## config.mk

```make
export PLATFORM = sky130hd
export DESIGN_NAME = counting_semaphore_table_unit_flat
export DESIGN_NICKNAME = d
export VERILOG_FILES = /design/src/hw/rtl/cst_pkg.sv /design/src/hw/rtl/cst_if.sv /design/src/hw/rtl/cst_ram.sv /design/src/hw/rtl/cst_free_find.sv /design/src/hw/rtl/counting_semaphore_table_unit.sv /design/src/flat_wrapper.sv
export SDC_FILE = /design/constraint.sdc
export NUM_CORES = 1
export LEC_CHECK = 0
export BUFFER_PORTS_ARGS = -buffer_cell sky130_fd_sc_hd__buf_2
export CAP_MARGIN = 20
export CORE_ASPECT_RATIO = 1.1
export CORE_MARGIN = 1.5
export CORE_UTILIZATION = 40
export DETAILED_ROUTE_END_ITERATION = 7
export PLACE_DENSITY_LB_ADDON = 0.1
export SLEW_MARGIN = 0
export SYNTH_ARGS = -nofsm -noshare
export SYNTH_HDL_FRONTEND = slang
export SYNTH_SLANG_ARGS = --single-unit
```

## constraint.sdc

```tcl
create_clock -name clk -period 9.99 [get_ports clk]
set_clock_uncertainty 0.1 [all_clocks]
set_input_delay 0.999 -clock clk [delete_from_list [all_inputs] [get_ports clk]]
set_output_delay 0.999 -clock clk [all_outputs]
set_load 0.05 [all_outputs]
```

## src/hw/rtl/cst_pkg.sv

```systemverilog
// Shared constants, types and helpers of the counting semaphore table.
`default_nettype none

package cst_pkg;

  localparam int NUM_SEMS   = 32;
  localparam int NUM_PROCS  = 32;
  localparam int COUNT_BITS = 16;

  localparam int SLOT_W   = $clog2(NUM_SEMS);
  localparam int PROC_W   = $clog2(NUM_PROCS);
  localparam int WALK_MAX = (NUM_PROCS < 32) ? NUM_PROCS : 32;
  localparam int WALK_W   = $clog2(WALK_MAX);

  localparam logic [32:0] COUNT_MAX_W = (33'd1 << COUNT_BITS) - 33'd1;

  typedef logic [SLOT_W-1:0]     slot_t;
  typedef logic [PROC_W-1:0]     proc_t;
  typedef logic [COUNT_BITS-1:0] cnt_t;
  typedef logic [WALK_W-1:0]     walk_t;

  // Request codes
  localparam logic [1:0] REQ_CREATE  = 2'd0;
  localparam logic [1:0] REQ_ACQUIRE = 2'd1;
  localparam logic [1:0] REQ_RELEASE = 2'd2;
  localparam logic [1:0] REQ_FREE    = 2'd3;

  // Result status codes
  localparam logic [2:0] ST_OK      = 3'd0;
  localparam logic [2:0] ST_ERROR   = 3'd1;
  localparam logic [2:0] ST_BLOCKED = 3'd2;
  localparam logic [2:0] ST_FREED   = 3'd3;
  localparam logic [2:0] ST_WAITER  = 3'd4;

  typedef struct packed {
    cnt_t  count;
    proc_t head;
    proc_t tail;
  } slot_row_t;

  localparam int ROW_W = $bits(slot_row_t);

  typedef struct packed {
    logic  found;
    slot_t slot;
  } free_find_t;

  // Clamp a non-negative create count to the count width
  function automatic cnt_t sat_count(input logic [15:0] c);
    logic [32:0] w;
    w = 33'(c);
    if (w > COUNT_MAX_W) begin
      return cnt_t'(COUNT_MAX_W);
    end
    return cnt_t'(w);
  endfunction

endpackage

`default_nettype wire

```

## src/hw/rtl/cst_if.sv

```systemverilog
// Request and response channel interfaces of the semaphore table.
`default_nettype none

interface cst_req_if;
  logic               valid;
  logic               ready;
  logic [1:0]         req_type;
  logic [7:0]         sem_index;
  logic signed [15:0] initial_count;
  logic [4:0]         requester_id;

  modport source(output valid, output req_type, output sem_index,
                 output initial_count, output requester_id, input ready);
  modport sink(input valid, input req_type, input sem_index,
               input initial_count, input requester_id, output ready);
endinterface

interface cst_rsp_if;
  logic       valid;
  logic       ready;
  logic [2:0] status;
  logic [4:0] handle;
  logic       waiter_valid;
  logic [4:0] waiter_id;
  logic       waiter_killed;
  logic       last;

  modport source(output valid, output status, output handle, output waiter_valid,
                 output waiter_id, output waiter_killed, output last, input ready);
  modport sink(input valid, input status, input handle, input waiter_valid,
               input waiter_id, input waiter_killed, input last, output ready);
endinterface

`default_nettype wire

```

## src/hw/rtl/cst_ram.sv

```systemverilog
// Generic single-write, single-read synchronous RAM with registered read data.
`default_nettype none

module cst_ram #(
  parameter int WIDTH = 8,
  parameter int DEPTH = 32
) (
  input  logic                     clk,
  input  logic                     rd_en,
  input  logic [$clog2(DEPTH)-1:0] rd_addr,
  output logic [WIDTH-1:0]         rd_data,
  input  logic                     wr_en,
  input  logic [$clog2(DEPTH)-1:0] wr_addr,
  input  logic [WIDTH-1:0]         wr_data
);

  logic [WIDTH-1:0] mem [DEPTH];

  always_ff @(posedge clk) begin
    if (wr_en) begin
      mem[wr_addr] <= wr_data;
    end
  end

  // Hold read data until the next read
  always_ff @(posedge clk) begin
    if (rd_en) begin
      rd_data <= mem[rd_addr];
    end
  end

endmodule

`default_nettype wire

```

## src/hw/rtl/cst_free_find.sv

```systemverilog
// Lowest-free-slot search over the slot active flags.
`default_nettype none

module cst_free_find import cst_pkg::*; (
  input  logic [NUM_SEMS-1:0] active,
  output free_find_t          res
);

  always_comb begin
    res.found = 1'b0;
    res.slot  = '0;
    // Scan downwards so the lowest free slot wins
    for (int i = NUM_SEMS - 1; i >= 0; i--) begin
      if (!active[i]) begin
        res.found = 1'b1;
        res.slot  = slot_t'(i);
      end
    end
  end

endmodule

`default_nettype wire

```

## src/hw/rtl/counting_semaphore_table_unit.sv

```systemverilog
// Top level of the counting semaphore table: sequencer, slot and link memories.
`default_nettype none

// A table of NUM_SEMS counting semaphores, each with a FIFO queue of blocked
// process ids. One request is handled at a time. For create, acquire (P) and
// most release (V) requests the accepting cycle issues the read of the slot
// row from its synchronous memory, and the execute state updates it and loads
// the result register once that register is free. A release that wakes a
// waiter while others remain queued then passes through a head-update state,
// since the new queue head comes from a read of the waiter link memory. Free
// with n queued waiters gives n + 1 results: the link memory is walked one
// waiter per cycle while the result register is free. The result register
// decouples the two channels, so a new request is taken as soon as the
// previous one has finished its memory updates, even while its last result
// waits to be consumed. Slot count, queue head/tail and links are not cleared
// at reset; only the per-slot active and queue-occupied flags are.
module counting_semaphore_table_unit import cst_pkg::*; (
  input  logic       clk,
  input  logic       rst,
  cst_req_if.sink    req,
  cst_rsp_if.source  rsp
);

  typedef enum logic [3:0] {
    S_IDLE  = 4'b0001,
    S_EXEC  = 4'b0010,
    S_VNEXT = 4'b0100,
    S_WALK  = 4'b1000
  } state_t;

  state_t state, state_next;

  // Latched request
  logic [1:0]  lat_req;
  logic [7:0]  lat_idx;
  logic [15:0] lat_cnt;
  logic [4:0]  lat_pid;

  // Per-slot flags in flip-flops, cleared by reset
  logic [NUM_SEMS-1:0] slot_active;
  logic [NUM_SEMS-1:0] slot_nonempty;

  // Free walk
  proc_t walk_w, walk_w_next;
  logic  walk_from_rd, walk_from_rd_next;
  walk_t walk_n, walk_n_next;

  // Result register
  logic       out_valid;
  logic [2:0] out_status;
  logic [4:0] out_handle;
  logic       out_wv;
  logic [4:0] out_wid;
  logic       out_wk;
  logic       out_last;

  // Memory ports
  logic       slot_rd_en;
  slot_t      slot_rd_addr;
  logic [ROW_W-1:0] slot_rd_data;
  logic       slot_wr_en;
  slot_t      slot_wr_addr;
  slot_row_t  slot_wr_row;
  logic       link_rd_en;
  proc_t      link_rd_addr;
  proc_t      link_rd_data;
  logic       link_wr_en;
  proc_t      link_wr_addr;
  proc_t      link_wr_data;

  // Flag updates
  logic  act_wr_en, act_wr_val;
  slot_t act_wr_addr;
  logic  ne_wr_en, ne_wr_val;
  slot_t ne_wr_addr;

  // Result load
  logic       emit;
  logic [2:0] e_status;
  logic [4:0] e_handle;
  logic       e_wv;
  proc_t      e_wid;
  logic       e_wk;
  logic       e_last;

  free_find_t ff;
  slot_row_t  row;
  slot_t      idx_s;
  logic       in_range, sel_active, sel_nonempty, pid_ok, out_free, walk_end;
  proc_t      pid_p, cur_w;

  cst_ram #(.WIDTH(ROW_W), .DEPTH(NUM_SEMS)) u_slot_ram (
    .clk     (clk),
    .rd_en   (slot_rd_en),
    .rd_addr (slot_rd_addr),
    .rd_data (slot_rd_data),
    .wr_en   (slot_wr_en),
    .wr_addr (slot_wr_addr),
    .wr_data (slot_wr_row)
  );

  cst_ram #(.WIDTH(PROC_W), .DEPTH(NUM_PROCS)) u_link_ram (
    .clk     (clk),
    .rd_en   (link_rd_en),
    .rd_addr (link_rd_addr),
    .rd_data (link_rd_data),
    .wr_en   (link_wr_en),
    .wr_addr (link_wr_addr),
    .wr_data (link_wr_data)
  );

  cst_free_find u_free_find (
    .active (slot_active),
    .res    (ff)
  );

  assign row          = slot_row_t'(slot_rd_data);
  assign idx_s        = slot_t'(lat_idx);
  assign in_range     = {1'b0, lat_idx} < 9'(NUM_SEMS);
  assign sel_active   = slot_active[idx_s];
  assign sel_nonempty = slot_nonempty[idx_s];
  assign pid_ok       = {1'b0, lat_pid} < 6'(NUM_PROCS);
  assign pid_p        = proc_t'(lat_pid);
  assign out_free     = !out_valid || rsp.ready;
  // Walk position comes from the link read once the first waiter is out
  assign cur_w        = walk_from_rd ? link_rd_data : walk_w;
  assign walk_end     = (cur_w == row.tail) || (walk_n == walk_t'(WALK_MAX - 1));

  assign req.ready    = (state == S_IDLE);
  // Read the addressed row as the request is taken
  assign slot_rd_en   = req.valid && (state == S_IDLE);
  assign slot_rd_addr = slot_t'(req.sem_index);

  always_comb begin
    state_next        = state;
    walk_w_next       = walk_w;
    walk_from_rd_next = walk_from_rd;
    walk_n_next       = walk_n;
    slot_wr_en        = 1'b0;
    slot_wr_addr      = idx_s;
    slot_wr_row       = row;
    link_rd_en        = 1'b0;
    link_rd_addr      = row.head;
    link_wr_en        = 1'b0;
    link_wr_addr      = row.tail;
    link_wr_data      = pid_p;
    act_wr_en         = 1'b0;
    act_wr_addr       = idx_s;
    act_wr_val        = 1'b0;
    ne_wr_en          = 1'b0;
    ne_wr_addr        = idx_s;
    ne_wr_val         = 1'b0;
    emit              = 1'b0;
    e_status          = ST_OK;
    e_handle          = '0;
    e_wv              = 1'b0;
    e_wid             = '0;
    e_wk              = 1'b0;
    e_last            = 1'b1;

    case (state)
      S_IDLE: begin
        if (req.valid) begin
          state_next = S_EXEC;
        end
      end

      S_EXEC: begin
        // Every request gives a result here; hold until the result register frees
        if (out_free) begin
          emit       = 1'b1;
          state_next = S_IDLE;
          if (lat_req == REQ_CREATE) begin
            if (lat_cnt[15] || !ff.found) begin
              e_status = ST_ERROR;
            end else begin
              slot_wr_en        = 1'b1;
              slot_wr_addr      = ff.slot;
              slot_wr_row.count = sat_count(lat_cnt);
              act_wr_en         = 1'b1;
              act_wr_addr       = ff.slot;
              act_wr_val        = 1'b1;
              ne_wr_en          = 1'b1;
              ne_wr_addr        = ff.slot;
              e_handle          = 5'(ff.slot);
            end
          end else if (!in_range || !sel_active) begin
            e_status = ST_ERROR;
          end else begin
            case (lat_req)
              REQ_ACQUIRE: begin
                if (row.count != '0) begin
                  slot_wr_en        = 1'b1;
                  slot_wr_row.count = row.count - 1'b1;
                end else if (!pid_ok) begin
                  e_status = ST_ERROR;
                end else begin
                  // Append the caller; link it behind the old tail if queued
                  link_wr_en       = sel_nonempty;
                  slot_wr_en       = 1'b1;
                  slot_wr_row.head = sel_nonempty ? row.head : pid_p;
                  slot_wr_row.tail = pid_p;
                  ne_wr_en         = 1'b1;
                  ne_wr_val        = 1'b1;
                  e_status         = ST_BLOCKED;
                end
              end
              REQ_RELEASE: begin
                if (sel_nonempty) begin
                  e_wv  = 1'b1;
                  e_wid = row.head;
                  if (row.head == row.tail) begin
                    ne_wr_en = 1'b1;
                  end else begin
                    // Fetch the next waiter to become head
                    link_rd_en = 1'b1;
                    state_next = S_VNEXT;
                  end
                end else if (row.count != '1) begin
                  slot_wr_en        = 1'b1;
                  slot_wr_row.count = row.count + 1'b1;
                end
              end
              default: begin
                act_wr_en = 1'b1;
                if (sel_nonempty) begin
                  ne_wr_en          = 1'b1;
                  e_status          = ST_FREED;
                  e_last            = 1'b0;
                  walk_w_next       = row.head;
                  walk_from_rd_next = 1'b0;
                  walk_n_next       = '0;
                  state_next        = S_WALK;
                end
              end
            endcase
          end
        end
      end

      S_VNEXT: begin
        slot_wr_en       = 1'b1;
        slot_wr_row.head = link_rd_data;
        state_next       = S_IDLE;
      end

      S_WALK: begin
        if (out_free) begin
          emit     = 1'b1;
          e_status = ST_WAITER;
          e_wv     = 1'b1;
          e_wid    = cur_w;
          e_wk     = 1'b1;
          e_last   = walk_end;
          if (walk_end) begin
            state_next = S_IDLE;
          end else begin
            link_rd_en        = 1'b1;
            link_rd_addr      = cur_w;
            walk_from_rd_next = 1'b1;
            walk_n_next       = walk_t'(walk_n + 1'b1);
          end
        end
      end

      default: begin
        state_next = S_IDLE;
      end
    endcase
  end

  always_ff @(posedge clk) begin
    if (rst) begin
      state         <= S_IDLE;
      slot_active   <= '0;
      slot_nonempty <= '0;
      out_valid     <= 1'b0;
    end else begin
      state <= state_next;
      if (act_wr_en) begin
        slot_active[act_wr_addr] <= act_wr_val;
      end
      if (ne_wr_en) begin
        slot_nonempty[ne_wr_addr] <= ne_wr_val;
      end
      if (emit) begin
        out_valid <= 1'b1;
      end else if (rsp.ready) begin
        out_valid <= 1'b0;
      end
    end
  end

  // Payload registers: no reset
  always_ff @(posedge clk) begin
    if (req.valid && req.ready) begin
      lat_req <= req.req_type;
      lat_idx <= req.sem_index;
      lat_cnt <= req.initial_count;
      lat_pid <= req.requester_id;
    end
    walk_w       <= walk_w_next;
    walk_from_rd <= walk_from_rd_next;
    walk_n       <= walk_n_next;
    if (emit) begin
      out_status <= e_status;
      out_handle <= e_handle;
      out_wv     <= e_wv;
      out_wid    <= 5'(e_wid);
      out_wk     <= e_wk;
      out_last   <= e_last;
    end
  end

  assign rsp.valid         = out_valid;
  assign rsp.status        = out_status;
  assign rsp.handle        = out_handle;
  assign rsp.waiter_valid  = out_wv;
  assign rsp.waiter_id     = out_wid;
  assign rsp.waiter_killed = out_wk;
  assign rsp.last          = out_last;

  // A taken request always moves on to the execute step
  a_accept_exec: assert property (@(posedge clk) disable iff (rst)
    (req.valid && req.ready) |=> (state == S_EXEC))
    else $error("accepted request did not enter execute");

  // Only a free with waiters produces a non-final result
  a_nonlast_status: assert property (@(posedge clk) disable iff (rst)
    (rsp.valid && !rsp.last) |-> (rsp.status == ST_FREED || rsp.status == ST_WAITER))
    else $error("non-final result with unexpected status");

  // Killed waiters are reported only by the free walk
  a_killed_report: assert property (@(posedge clk) disable iff (rst)
    (rsp.valid && rsp.waiter_killed) |->
      (rsp.waiter_valid && rsp.status == ST_WAITER))
    else $error("killed waiter reported outside free walk");

  // During the walk the freed slot is already inactive and its queue closed
  a_walk_slot_closed: assert property (@(posedge clk) disable iff (rst)
    (state == S_WALK) |-> (!slot_active[idx_s] && !slot_nonempty[idx_s]))
    else $error("slot still open during free walk");

  // Head write-back only happens for a queue that stays occupied
  a_vnext_queued: assert property (@(posedge clk) disable iff (rst)
    (state == S_VNEXT) |-> (slot_nonempty[idx_s] && slot_active[idx_s]))
    else $error("head update on an empty queue");

endmodule

`default_nettype wire

```

## src/flat_wrapper.sv

```systemverilog
// flat-port wrapper written by rule: the top's interface ports become plain ports
module counting_semaphore_table_unit_flat import cst_pkg::*;
  (clk, rst, req_valid, req_req_type, req_sem_index, req_initial_count, req_requester_id, req_ready, rsp_valid, rsp_status, rsp_handle, rsp_waiter_valid, rsp_waiter_id, rsp_waiter_killed, rsp_last, rsp_ready);
  cst_req_if req_i ();
  cst_rsp_if rsp_i ();
  input  logic clk;
  input  logic rst;
  input wire logic [$bits(req_i.valid)-1:0] req_valid;
  input wire logic [$bits(req_i.req_type)-1:0] req_req_type;
  input wire logic [$bits(req_i.sem_index)-1:0] req_sem_index;
  input wire logic [$bits(req_i.initial_count)-1:0] req_initial_count;
  input wire logic [$bits(req_i.requester_id)-1:0] req_requester_id;
  output wire logic [$bits(req_i.ready)-1:0] req_ready;
  output wire logic [$bits(rsp_i.valid)-1:0] rsp_valid;
  output wire logic [$bits(rsp_i.status)-1:0] rsp_status;
  output wire logic [$bits(rsp_i.handle)-1:0] rsp_handle;
  output wire logic [$bits(rsp_i.waiter_valid)-1:0] rsp_waiter_valid;
  output wire logic [$bits(rsp_i.waiter_id)-1:0] rsp_waiter_id;
  output wire logic [$bits(rsp_i.waiter_killed)-1:0] rsp_waiter_killed;
  output wire logic [$bits(rsp_i.last)-1:0] rsp_last;
  input wire logic [$bits(rsp_i.ready)-1:0] rsp_ready;
  assign req_i.valid = req_valid;
  assign req_i.req_type = req_req_type;
  assign req_i.sem_index = req_sem_index;
  assign req_i.initial_count = req_initial_count;
  assign req_i.requester_id = req_requester_id;
  assign req_ready = req_i.ready;
  assign rsp_valid = rsp_i.valid;
  assign rsp_status = rsp_i.status;
  assign rsp_handle = rsp_i.handle;
  assign rsp_waiter_valid = rsp_i.waiter_valid;
  assign rsp_waiter_id = rsp_i.waiter_id;
  assign rsp_waiter_killed = rsp_i.waiter_killed;
  assign rsp_last = rsp_i.last;
  assign rsp_i.ready = rsp_ready;
  counting_semaphore_table_unit u_core (.clk(clk), .rst(rst), .req(req_i), .rsp(rsp_i));
endmodule
```

==> impl_metrics.csv <==
group,metric,value,unit
die,initial_utilization,40.4,%
clocking,clockBufferDepth,3,
clocking,htree_num_levels,3,
critical_path,crit_arrival,6.01,ns
run_status,status,"finished clean",
layout,area_growth,13.4,%
layout,diodes,0,
yosys,synth_common_cells,"edfxtp_1, mux4_2, clkbuf_1, nor2_1, nand2_1",
critical_path,start_kind,"flop",
yosys,yosys.area.top_type,"edfxtp_1",
grt,grt_overflow,0,
yosys,synth_most_common_cell,"edfxtp_1",
yosys,synth_area_leaders,"edfxtp_1, mux4_2, dfxtp_1, o211a_1, mux2i_1",
run,cap_violations,0,
route,routed_via_density,5.83,
sta,hold_violations,0,
sta,setup_violations,0,
sta,period_share,57.8,%
yosys,syn_area,0.0476,mm²
sta,layout_min_cycle_time,5.77,ns
critical_path,critPathMaxFanout,45,
die,die_w,332,µm
route,detail-route-antenna-nets,0,
sta,setup_tns,0,ns
layout,postLayoutCoreUtil,45.8,%
route,drt-total-wl,127000,µm
grt,grt_pass1_vias,26000,
critical_path,cp.required,10.23,ns
yosys,synth_edf_count,1081,
sta,setup_ws,4.22,ns
die,die-height,365,µm
route,num_vias,25300,
route,dr.pass1.iters,5,
clocking,cts_tree,"done",
placed_design,place.gp.congestion,0.851,
power,power_leakage,15.9,nW
yosys,synthFlopType,"edfxtp_1",
yosys,yosysTopAreaCellShare,68.2,%
yosys,seq_area_frac_synth,71.1,%
placed_design,pre_cts_slack,3.82,ns
critical_path,path_class,"flop to flop",
clocking,clk_pin_slew,0.06,ns
die,num_io_pins,53,
hold_path,min_path_type,"input port to flop",
clocking,numCtsBuffers,119,
route,drc,0,
yosys,ys_ff_latch,1150,
placed_design,hpwl,77300,µm
layout,fill_cells,10100,
critical_path,critPathCaptureType,"flop",
die,coreArea,0.118,mm²
yosys,ys_types,84,
critical_path,r2r_slack,4.22,ns
sta,slew_headroom,20.9,%
layout,drive_gt1_share,24.1,%
grt,antenna_found_initial,1,
layout,layout.nets,2752,
yosys,async_flop_share,0,%
critical_path,crit_top_cell,"nand2_1",
sta,worst_slew_pin_slew,1.18,ns
yosys,synth_nets,2679,
yosys,synth.yosys.warnings,0,
clocking,root_buffer,"clkbuf_16",
power,cellPowerDensity,187,mW/mm²
placed_design,numPortBuffers,52,
clocking,cts_hold_buf,0,
power,ir_worst_vdd,0.167,mV
critical_path,crit_slowest_cell,"nor2_4",
route,wl_per_cell,29.2,µm
clocking,clk_latency,0.74,ns
clocking,cts.repair.resized,0,
die,rows,132,
critical_path,cp_slowest_stage_delay,1.19,ns
grt,grt_first_pass_wirelength,184000,µm
die,die_area,0.121,mm²
grt,grt_max_degree,95,
route,drtIter0Drc,2303,
clocking,clock-sinks,1150,
yosys,syn-instance-count,2637,
sta,rsz0062_at_grt,"no",
sta,max_freq,173,MHz
critical_path,path_cells,"nor4b_2 -> and2_0 -> nand2_1 -> nand2_1 -> o21a_2 -> nand3_1 -> nor2_4",
sta,maxSlewViolCount,0,
clocking,cts_setup_buffers,0,
grt,grt_usage,20.9,%
yosys,synth.avg_cell_area,18.1,µm²
## cells by family after synthesis
kind of cell,Yosys count,share of synthesized area (%)
adders and majority gates,7,0.184
and+or+nand+nor,440,4.87
muxes,376,15.3
xor gates and xnor gates,15,0.276
AOI/OAI and AO/OA,382,6.05
buffers and inverters,267,2.25
DFF,1150,71.1
## report_power, final
group          internal [W]  switching, W
clock               0.00240       0.00185
combinational      0.000151      0.000330
sequential          0.00532     0.0000338
## per-layer routing
layer	wire, µm	global-route usage (%)	share of wire, %
met5	0	0	0
met2	63700	35.7	50
met3	5670	2.66	4.5
met4	2870	6.51	2.3
met1	54600	27.9	43
## state kept, by name (all words and copies together), names as in the netlist, 2 cells and up
| signal | count |
|---|---|
| u_core.u_slot_ram.mem | 832 |
| u_core.u_link_ram.mem | 160 |
| u_core.slot_active | 32 |
| u_core.slot_nonempty | 32 |
| u_core.u_slot_ram.rd_data | 26 |
| u_core.lat_cnt | 16 |
| u_core.lat_idx | 8 |
| u_core.lat_pid | 5 |
| u_core.rsp.handle | 5 |
| u_core.rsp.waiter_id | 5 |
| u_core.u_link_ram.rd_data | 5 |
| u_core.walk_n | 5 |
| u_core.walk_w | 5 |
| u_core.state | 4 |
| u_core.rsp.status | 3 |
| u_core.lat_req | 2 |
## worst paths after layout
kind / startpoint / endpoint / cells past startpoint
worst min-delay path: req_initial_count[1] / u_core.lat_cnt[1] / 1
worst max-delay path: u_core.state[3] / u_core.u_slot_ram.mem[12][3] / 7
worst min register to register: u_core.slot_nonempty[20] / u_core.slot_nonempty[20] / 2
worst max register to register: u_core.state[3] / u_core.u_slot_ram.mem[12][3] / 7
## worst max-delay path, delay by kind of cell (launching register included)
kind,cells,cell delay (ns)
compound gates,1,0.80
flops,1,0.35
simple gates,6,4.09
## cells in the final DEF (no fill, tap or decap), types with 58 or more instances in the layout
master	n
clkbuf_16	121
nor2_1	80
o211ai_1	73
edfxtp_1	1081
mux2i_1	58
mux4_2	275
o211a_1	61
inv_1	98
nand2_1	103
dfxtp_1	69
## layout make-up
type | count | area, µm² | area share (%)
flip-flops and latches | 1150 | 33800 | 62.7
multi-input cells | 1220 | 13100 | 24.2
clock buffers | 151 | 3150 | 5.83
well taps | 1541 | 1930 | 3.57
repair buffers | 120 | 1120 | 2.08
clock inverters | 65 | 541 | 1.00
inverters | 99 | 372 | 0.688
## through the flow
| stage | total power [W] | instance area [µm²] | hold slack (ns) | cells |
|---|---|---|---|---|
| after global placement | 0.00593 | 49900 | 0.344 | 4110 |
| after detailed placement | 0.00594 | 49900 | 0.347 | 4111 |
| after CTS | 0.0102 | 53600 | 0.283 | 4327 |
| after floorplan | 0.00572 | 47600 | 0.324 | 2637 |
| after global routing | 0.0104 | 54000 | 0.304 | 4346 |
| final | 0.0101 | 54000 | 0.334 | 4346 |
Power figures use the tool's default switching activity.
